<file path="src/rtl/button_press_duration_classifier_unit_defines.svh">
// Assertion macros for the button press duration classifier.
`ifndef BUTTON_PRESS_DURATION_CLASSIFIER_UNIT_DEFINES_SVH
`define BUTTON_PRESS_DURATION_CLASSIFIER_UNIT_DEFINES_SVH

// Same-cycle implication, disabled during reset.
`define BPDC_ASSERT_NOW(label, ante, cons, msg) \
  label: assert property (@(posedge clk) disable iff (rst) (ante) |-> (cons)) \
    else $error(msg);

// Next-cycle implication, disabled during reset.
`define BPDC_ASSERT_NEXT(label, ante, cons, msg) \
  label: assert property (@(posedge clk) disable iff (rst) (ante) |=> (cons)) \
    else $error(msg);

`endif

</file>
<file path="src/rtl/bpdc_pkg.sv">
// Shared types and codes of the button press duration classifier.
`default_nettype none

package bpdc_pkg;

  localparam int unsigned TICK_W = 16;
  localparam int unsigned PROG_W = 4;

  typedef enum logic [2:0] {
    PH_RELEASE_WAIT = 3'd0,
    PH_PRESS_WAIT   = 3'd1,
    PH_HELD         = 3'd2,
    PH_SHORT        = 3'd3,
    PH_LONG         = 3'd4
  } phase_t;

  typedef enum logic [1:0] {
    KIND_NONE  = 2'd0,
    KIND_SHORT = 2'd1,
    KIND_LONG  = 2'd2
  } kind_t;

  localparam logic [1:0] CFG_SHORT_TICKS   = 2'd0;
  localparam logic [1:0] CFG_LONG_TICKS    = 2'd1;
  localparam logic [1:0] CFG_PROGRAM_COUNT = 2'd2;

  typedef struct packed {
    logic [TICK_W-1:0] short_ticks;
    logic [TICK_W-1:0] long_ticks;
    logic [PROG_W-1:0] prog_count;
  } cfg_t;

  typedef struct packed {
    phase_t            phase;
    logic [TICK_W-1:0] stamp;
    logic [PROG_W-1:0] prog;
    logic              enabled;
  } ctrl_state_t;

  typedef struct packed {
    logic [PROG_W-1:0] prog;
    logic              clear;
    logic              restart;
    kind_t             kind;
  } result_t;

endpackage

`default_nettype wire

</file>
<file path="src/rtl/bpdc_step.sv">
// One machine step of the classifier: next state and result for one poll.
`default_nettype none

module bpdc_step #(
  parameter int unsigned TICK_WRAP = 65535
) (
  input  bpdc_pkg::cfg_t                    cfg,
  input  bpdc_pkg::ctrl_state_t             state,
  input  logic                              pressed,
  input  logic [bpdc_pkg::TICK_W-1:0]       now,
  output bpdc_pkg::ctrl_state_t             state_next,
  output bpdc_pkg::result_t                 res
);

  localparam logic [bpdc_pkg::TICK_W-1:0] WRAP = bpdc_pkg::TICK_W'(TICK_WRAP);
  localparam logic [bpdc_pkg::PROG_W-1:0] PROG_ONE = bpdc_pkg::PROG_W'(1);

  bpdc_pkg::ctrl_state_t   cur;
  logic [bpdc_pkg::TICK_W-1:0] held;

  always_comb begin
    cur = state;
    if (!state.enabled) begin
      cur.prog    = PROG_ONE;
      cur.enabled = 1'b1;
      cur.phase   = bpdc_pkg::PH_RELEASE_WAIT;
    end
  end

  always_comb begin
    if (cur.stamp <= now) begin
      held = now - cur.stamp;
    end else begin
      held = (WRAP - cur.stamp) + now;
    end
  end

  always_comb begin
    state_next  = cur;
    res.clear   = 1'b0;
    res.restart = 1'b0;
    res.kind    = bpdc_pkg::KIND_NONE;
    case (cur.phase)
      bpdc_pkg::PH_PRESS_WAIT: begin
        if (pressed) begin
          state_next.stamp = now;
          state_next.phase = bpdc_pkg::PH_HELD;
        end
      end
      bpdc_pkg::PH_HELD: begin
        if (!pressed) begin
          if (held >= cfg.long_ticks) begin
            state_next.phase = bpdc_pkg::PH_LONG;
          end else if (held >= cfg.short_ticks) begin
            state_next.phase = bpdc_pkg::PH_SHORT;
          end else begin
            state_next.phase = bpdc_pkg::PH_PRESS_WAIT;
          end
        end else if (held >= cfg.long_ticks) begin
          state_next.phase = bpdc_pkg::PH_LONG;
        end
      end
      bpdc_pkg::PH_SHORT: begin
        if (cur.prog < cfg.prog_count) begin
          state_next.prog = cur.prog + PROG_ONE;
        end else begin
          state_next.prog = PROG_ONE;
        end
        res.clear        = 1'b1;
        res.restart      = 1'b1;
        res.kind         = bpdc_pkg::KIND_SHORT;
        state_next.phase = bpdc_pkg::PH_RELEASE_WAIT;
      end
      bpdc_pkg::PH_LONG: begin
        state_next.prog    = '0;
        state_next.enabled = 1'b0;
        res.clear          = 1'b1;
        res.kind           = bpdc_pkg::KIND_LONG;
        state_next.phase   = bpdc_pkg::PH_RELEASE_WAIT;
      end
      default: begin
        state_next.phase = pressed ? bpdc_pkg::PH_RELEASE_WAIT : bpdc_pkg::PH_PRESS_WAIT;
      end
    endcase
    res.prog = state_next.prog;
  end

endmodule

`default_nettype wire

</file>
<file path="src/rtl/button_press_duration_classifier_unit.sv">
// Top level of the button press duration classifier.
//
// Poll channel: poll_valid/poll_stall carry one beat per poll with the
// button level and the current tick value. Every accepted beat takes one
// step of the press machine and yields exactly one result beat.
// Result channel: res_valid/res_stall carry the selected program, the
// clear and restart pulses and the press kind of that step.
// Results are registered. Throughput is one poll per cycle while
// poll_stall is low; the state update is a single registered step.
// An output register and a one-beat skid register part the channels, so
// a poll is still taken while one result waits; poll_stall rises only
// when both hold a beat, and drops once the receiver takes one.
// The config port (cfg_we, cfg_index, cfg_data) writes the short or long
// limit or the program count, as cfg_index selects; write only while idle.
// Synchronous reset loads the default limits, the release wait phase,
// program 0 and the disabled flag, and empties both result registers.
`default_nettype none

`include "button_press_duration_classifier_unit_defines.svh"

module button_press_duration_classifier_unit #(
  parameter int unsigned TICK_WRAP = 65535
) (
  input  logic                          clk,
  input  logic                          rst,
  input  logic                          poll_valid,
  output logic                          poll_stall,
  input  logic                          button_pressed,
  input  logic [bpdc_pkg::TICK_W-1:0]   tick_now,
  output logic                          res_valid,
  input  logic                          res_stall,
  output logic [bpdc_pkg::PROG_W-1:0]   program_res,
  output logic                          clear_leds,
  output logic                          restart_program,
  output logic [1:0]                    press_kind,
  input  logic                          cfg_we,
  input  logic [1:0]                    cfg_index,
  input  logic [bpdc_pkg::TICK_W-1:0]   cfg_data
);

  bpdc_pkg::cfg_t        cfg;
  bpdc_pkg::ctrl_state_t state;
  bpdc_pkg::ctrl_state_t state_next;
  bpdc_pkg::result_t     step_res;
  bpdc_pkg::result_t     res;
  bpdc_pkg::result_t     skid;
  logic                  skid_valid;
  logic                  accept;
  logic                  take;

  assign poll_stall = skid_valid;
  assign accept     = poll_valid && !skid_valid;
  assign take       = res_valid && !res_stall;

  bpdc_step #(
    .TICK_WRAP(TICK_WRAP)
  ) u_step (
    .cfg       (cfg),
    .state     (state),
    .pressed   (button_pressed),
    .now       (tick_now),
    .state_next(state_next),
    .res       (step_res)
  );

  always_ff @(posedge clk) begin
    if (rst) begin
      cfg.short_ticks <= 16'd50;
      cfg.long_ticks  <= 16'd2000;
      cfg.prog_count  <= 4'd2;
    end else if (cfg_we) begin
      case (cfg_index)
        bpdc_pkg::CFG_SHORT_TICKS:   cfg.short_ticks <= cfg_data;
        bpdc_pkg::CFG_LONG_TICKS:    cfg.long_ticks  <= cfg_data;
        bpdc_pkg::CFG_PROGRAM_COUNT: cfg.prog_count  <= cfg_data[bpdc_pkg::PROG_W-1:0];
        default: ;
      endcase
    end
  end

  always_ff @(posedge clk) begin
    if (rst) begin
      state.phase   <= bpdc_pkg::PH_RELEASE_WAIT;
      state.stamp   <= '0;
      state.prog    <= '0;
      state.enabled <= 1'b0;
    end else if (accept) begin
      state <= state_next;
    end
  end

  always_ff @(posedge clk) begin
    if (rst) begin
      res_valid  <= 1'b0;
      skid_valid <= 1'b0;
    end else if (take) begin
      if (skid_valid) begin
        res        <= skid;
        skid_valid <= 1'b0;
      end else if (accept) begin
        res <= step_res;
      end else begin
        res_valid <= 1'b0;
      end
    end else if (accept) begin
      if (!res_valid) begin
        res       <= step_res;
        res_valid <= 1'b1;
      end else begin
        skid       <= step_res;
        skid_valid <= 1'b1;
      end
    end
  end

  assign program_res     = res.prog;
  assign clear_leds      = res.clear;
  assign restart_program = res.restart;
  assign press_kind      = res.kind;

  `BPDC_ASSERT_NOW(a_skid_behind_out, skid_valid, res_valid, "skid holds a beat while output is empty")
  `BPDC_ASSERT_NOW(a_long_turns_off, res_valid && res.kind == bpdc_pkg::KIND_LONG,
    res.prog == '0 && res.clear && !res.restart, "long press result malformed")
  `BPDC_ASSERT_NOW(a_restart_clears, res_valid && res.restart,
    res.clear && res.kind == bpdc_pkg::KIND_SHORT, "restart without short press clear")
  `BPDC_ASSERT_NEXT(a_long_disables, accept && state.enabled && state.phase == bpdc_pkg::PH_LONG,
    !state.enabled && state.phase == bpdc_pkg::PH_RELEASE_WAIT, "long press did not disable")

endmodule

`default_nettype wire

</file>
<file path="config.mk">
export PLATFORM = sky130hd
export DESIGN_NAME = button_press_duration_classifier_unit
export DESIGN_NICKNAME = d
export VERILOG_FILES = /design/src/rtl/bpdc_pkg.sv /design/src/rtl/bpdc_step.sv /design/src/rtl/button_press_duration_classifier_unit.sv
export VERILOG_INCLUDE_DIRS = /design/src /design/src/rtl
export SDC_FILE = /design/constraint.sdc
export NUM_CORES = 1
export LEC_CHECK = 0
export ABC_AREA = 1
export BUFFER_PORTS_ARGS = -buffer_cell sky130_fd_sc_hd__buf_4
export CORE_MARGIN = 2
export CORE_UTILIZATION = 47
export CTS_CLUSTER_SIZE = 25
export DETAILED_ROUTE_END_ITERATION = 8
export GPL_ROUTABILITY_DRIVEN = 0
export GPL_TIMING_DRIVEN = 0
export PLACE_DENSITY = 0.66
export SYNTH_ARGS = -nofsm -noshare
export SYNTH_HDL_FRONTEND = slang
export SYNTH_SLANG_ARGS = --single-unit
export TNS_END_PERCENT = 10
</file>
<file path="constraint.sdc">
create_clock -name clk -period 3.59 [get_ports clk]
set_input_delay 0.359 -clock clk [delete_from_list [all_inputs] [get_ports clk]]
set_output_delay 0.359 -clock clk [all_outputs]
set_load 0.005 [all_outputs]
</file>
Word-level counts from Yosys, hierarchy flattened
Index checks and enable logic that the tools add are counted.
Operators by class
  eq/ne operators: 9
  order comparisons: 4
  add/sub/neg operators: 4
  bitwise operators: 2
  reduce and logical (&&, ||, !) cells: 17
  muxes and demuxes: 25
Operators with widths (number)
  $mux W8: 5
  $ge A16 B16 Y1: 2
  $mux W19: 1
  $add A16 B16 Y16: 1
  $le A16 B16 Y1: 1
  $mux W16: 1
  $sub A16 B16 Y16: 1
  $sub A16 B16 Y16 const A: 1
  $mux W3: 4
  $pmux W3 S3: 1
  $mux W1: 8
  $pmux W4 S2: 1
  $reduce_and A2 Y1: 4
  $reduce_and A4 Y1: 2
  $eq A3 B2 Y1 const B: 2
  $reduce_and A3 Y1: 2
  $mux W5: 1
  $add A4 B1 Y4 const B: 1
  $lt A4 B4 Y1: 1
  $mux W4: 1
  $ne A2 B2 Y1 const B: 2
  $pmux W2 S2: 1
  $reduce_bool A2 Y1: 2
  $reduce_or A2 Y1: 2
  10 further kinds: 13
Word-level totals
  output and inout port bits: 10
  word-level logic and storage cells: 78
  input bits: 40
  flip-flop bits (word level): 78

Longest topological paths before layout
  depth in word-level cells: 8
  depth in mapped cells: 29
  gate-level depth less buffers: 28

Cells and area by module
A second synthesis with hierarchy kept.
Second synthesis, totals
  cells, all modules: 965
  area, all modules: 6190.9 um^2
By module, submodules not included
  button_press_duration_classifier_unit: cells an instance 378, sequential area each 1721.7 um^2, area each 3119.2 um^2, times used 1
  bpdc_step: cells an instance 587, sequential area each 0.0 um^2, area each 3071.7 um^2, times used 1

Worst setup path after synthesis
Ideal clock, no wire load.
  path type: input to register
  start point: input tick_now[0] (netlist name)
  end point: register, netlist name state[21]
  path buffers: 1
  setup slack: 510 ps
  setup time: 70 ps
  cell stages on the path: 28
  arrival time: 3009 ps
  data required time: 3520 ps
  path through: inv_1 > ha_1 > inv_1 > fa_1 > inv_1 > o21ai_1 > nand2_1 > nand2_1 > nand2_1 > nand3_2 > buf_8 > o21ai_2 > xor2_1 > inv_1 > ha_1 > nand2_1 > inv_1 > nand2_1 > nand2_1 > nand2_1 > nand2_1 > nand2_1 > nand2_1 > nor2_1 > nand2_1 > o21ai_0 > nand2_1 > a21oi_1
On the way
  word-level cells in the longest chain between the ends: 6
  elaborated cells on any way between the ends: 9
  those cells by class: add/sub: 2; order compare: 2; mux: 5
Ends and longest elaborated chain
  start: declaration: RTL line button_press_duration_classifier_unit.sv:29  | input logic [bpdc_pkg::TICK_W-1:0] tick_now,
  $add A16 B16 Y16, or another cell as far along: RTL line bpdc_step.sv:34  | held = (WRAP - cur.stamp) + now;
  $mux W16 (*): RTL line bpdc_step.sv:31  | if (cur.stamp <= now) begin
  $ge A16 B16 Y1 (*): RTL line bpdc_step.sv:52, bpdc_step.sv:59
  $mux W3, on equally long branches: RTL line bpdc_step.sv:52, bpdc_step.sv:59
  $mux W3 (*): RTL line bpdc_step.sv:51  | if (!pressed) begin
  $pmux W3 S3 (*): RTL line bpdc_step.sv:43  | case (cur.phase)
Mark *: on every way between the ends. The rest lies on a longest branch, timed or not.
A chain may end at the register's enable or synchronous reset.

Worst setup path after layout
  start point: register, netlist name state[5]
  end point: register, netlist name state[21]
On the way
  word-level cells in the longest chain between the ends: 7
  elaborated cells on any way between the ends: 10
  those cells by class: add/sub: 3; order compare: 2; mux: 5
Ends and longest elaborated chain (RTL line)
  $sub A16 B16 Y16: bpdc_step.sv:34
  $add A16 B16 Y16: bpdc_step.sv:34
  $mux W16 (*): bpdc_step.sv:31
  $ge A16 B16 Y1 (*): bpdc_step.sv:52, bpdc_step.sv:59
  $mux W3, on equally long branches: bpdc_step.sv:52, bpdc_step.sv:59
  $mux W3 (*): bpdc_step.sv:51
  $pmux W3 S3 (*): bpdc_step.sv:43
Marked as above.

==> impl_results.md <==
- Vias in the first global route: 4630
- Die width: between 100 and 150 µm
- Post-synth cell types: 38
- Highest Clock Rate: slightly below 300 MHz
- Worst Tran Pin Value: between 0.7 and 0.8 ns
- FF-to-FF Start: state[5]
- Final std cells w/o fill: 953
- Hold_sp: cfg_data[7]
- Minimum clock period: around 3.4 ns
- # fillers: 1049
- Final setup violation count: 0
- Die span in y: about 110 µm
- Post-Syn Nets: 840
- Yosys Warn Count: 0
- Area added between synthesis and finish: 17.7%
- Worst VDD drop: a little under 0.2 mV
- Initial core utilization: 48.0%
- H-tree lvl count: 3
- Vias per cell: between 5 and 6
- CP max stage cell: fa_2
- Post-DR wirelength/cell: 13.5 µm
- Startpoint Class: flip-flop
- Final antenna-violating net count: 0
- Final Cell Area: between 0.006 and 0.007 mm²
- Outcome: completed
- Slowest cell delay on critical path: 0.40 ns
- DP Wirelength: approximately 10000 µm
- Final core occ: about 56%
- Cell mode on critical path: nand2_1
- Critical Path AT: 3.69 ns
- WL final: roughly 13000 µm
- Crit Path Category: flip-flop to flip-flop
- DIE AREA: 0.0119 mm²
- DP Area: 0.00572 mm²
- Commonest non-fill, non-tap cell in the layout: nand2_1
- Worst skew pair latency: around 0.38 ns
- Total track usage: between 20% and 30%
- Final hold violation count: 0
- # IOs: 50
- Hold Buf Count CTS: 0
- Post-Syn Area: just over 0.005 mm²
- Worst Path Buf+Inv: 4
- Worst path top cell family by delay: simple AND/OR/NAND/NOR gates
- Pre-CTS setup slack: -0.292 ns
- Endpoint type of the worst setup path: flip-flop
- Fraction of layout cells with a size suffix above 1: ~15%
- Setup WS post-layout: about 0.16 ns
- Maxcap violations: 0
- Drt pass-1 iters: 5
- Tcrit/Tclk final: 95.6%
- Fin nets: between 900 and 1000
- Max Slew Vio Count: 0
- Register area share after synthesis: approximately 32%
- TritonCTS buffer count: 9
- Leakage: ~2.9 nW
- Commonest cells after routing, fill and taps aside: 174 x nand2_1, 126 x inv_1, 75 x a21oi_1, 67 x o21ai_0, 61 x dfxtp_1
- Worst path required time: between 3 and 4 ns
- Global-route wire length before repair: ~21000 µm
- Power per cell area: 363 mW/mm²
- Clock skew: between 0.01 and 0.015 ns
- Slew margin rel.: a little under half
- CORE AREA: between 0.01 and 0.015 mm²
- Vias after detailed routing: a little under 5000
- Pwr Total: 2.21 mW
- Placed Cells incl. Taps: between 900 and 1000
- Worst hold path type: input port to flip-flop
- Reg clk slew, reported paths: around 0.09 ns
- # DRC: 0
- Crit path launch: state[5]
- CP cell instances: ha_1, inv_2, fa_2, inv_2, o21ai_2, nand2_2, nand2_2, nand2_2, nand3_4, buf_4, nand2_1, o21ai_2, xor2_1, inv_2, ha_1, nand2_1, nor2_2, nand4_1, nor2_2, nor2_2, nand2_1, o21ai_0, nand2_1, a21oi_1
- Seq cells post-synth: 76
- Critical-path maximum fanout: 5
- # rows: 38
- Synthesized area per cell: roughly 7 µm²
- Root Buffer: clkbuf_8
- DRT iter0 DRCs: between 150 and 200
- Global route total overflow: 0
- # diodes: 0
- Clock sink total: 76
- Clock Path Buffers: 2
- Synthesized instance count: approximately 750
- Initial antenna violation count: 0
- Largest net degree at the start of global routing: 17
- Port Buf Inserts: 48
- TritonCTS clock tree: built
-- worst reg2reg max path: stages (launching register included) --
cell     delay [ns]
dfxtp_2        0.36
ha_1           0.16
inv_2          0.07
fa_2           0.40
inv_2          0.08
o21ai_2        0.08
nand2_2        0.08
nand2_2        0.07
nand2_2        0.08
nand3_4        0.14
buf_4          0.18
nand2_1        0.06
o21ai_2        0.06
xor2_1         0.22
inv_2          0.10
ha_1           0.30
nand2_1        0.09
nor2_2         0.16
nand4_1        0.15
nor2_2         0.20
nor2_2         0.06
nand2_1        0.05
o21ai_0        0.07
nand2_1        0.07
a21oi_1        0.05
-- registers in the layout (all words and copies together) (netlist names) --
name	flops
restart_program	1
clear_leds	1
program_res	4
skid	7
res_valid	1
poll_stall	1
state	24
cfg	36
press_kind	1
-- path summary, 6_finish.rpt --
kind	cells past startpoint	slack, ns	to
worst max-delay path	24	0.16	state[21]
worst min-delay path	3	0.21	cfg[11]
worst max register to register	24	0.16	state[21]
worst min register to register	2	0.46	state[20]
-- power breakdown --
group / leakage, nW / total (mW) / internal (mW) / switching [mW]
sequential: 0.640 / 0.916 / 0.903 / 0.0120
combinational: 2.17 / 0.650 / 0.256 / 0.393
clock: 0.0975 / 0.646 / 0.267 / 0.379
total: 2.90 / 2.21 / 1.43 / 0.784
-- synth_stat cells, drive strengths merged --
cell | count | area [µm²]
o21ai | 74 | 385
nor3 | 9 | 60.1
ha | 53 | 663
o21bai | 2 | 15.0
edfxtp | 14 | 420
o21a | 1 | 7.51
o31ai | 1 | 7.51
nand2 | 183 | 697
a21oi | 78 | 394
nand3 | 18 | 95.1
nand4 | 4 | 25.0
clkbuf | 15 | 56.3
a31oi | 2 | 12.5
nor4 | 1 | 6.26
inv | 134 | 503
xnor2 | 4 | 35.0
fa | 2 | 40.0
o211ai | 12 | 90.1
a21o | 5 | 37.5
nor2 | 47 | 186
and2 | 1 | 6.26
buf | 4 | 41.3
xor2 | 15 | 131
or2 | 1 | 6.26
dfxtp | 62 | 1240
o22ai | 2 | 12.5
clkinv | 1 | 3.75
-- repair_timing --
item,4_1_cts,5_1_grt
pin swaps,1,9
gates resized for setup,3,33
gates cloned,0,1
setup endpoints to repair,2,3
buffers inserted,0,3
-- area by class of cell --
cell class | count | area (µm²) | share of cell area, %
repair buffers | 52 | 408 | 6.69
multi-input cells | 515 | 3050 | 50.1
inverters | 135 | 509 | 8.35
flip-flops and latches | 76 | 1660 | 27.3
plain buffers | 19 | 103 | 1.68
well taps | 140 | 175 | 2.87
clock buffers | 9 | 124 | 2.03
clock inverters | 7 | 61.3 | 1.01
-- routing by layer --
metal | up-vias | global-route usage, % | part of all wire, %
met5 | - | 0 | 0
met3 | 29 | 3.41 | 4.2
met2 | 126 | 39.0 | 48
met1 | 2237 | 28.3 | 45
li1 | 2522 | - | -
met4 | 0 | 11.0 | 2.8
-- stage by stage --
stage               setup TNS (ns)  hold slack, ns
floorplan                        0           0.425
global route               -0.0714           0.203
finish                           0           0.209
global placement            -0.428           0.442
detailed placement          -0.763           0.451
CTS                              0           0.193
-- cell families (layout without fill, tap and decap cells) --
| family | Yosys count | count (layout) | share of synthesized area [%] |
|---|---|---|---|
| buf+inv | 154 | 222 | 11.7 |
| fa+ha+maj | 55 | 55 | 13.6 |
| xor+xnor | 19 | 19 | 3.21 |
| simple gates | 264 | 264 | 20.9 |
| compound gates | 177 | 177 | 18.6 |
| flops | 76 | 76 | 32.1 |
No activity file was read; power rests on OpenSTA's default activity.
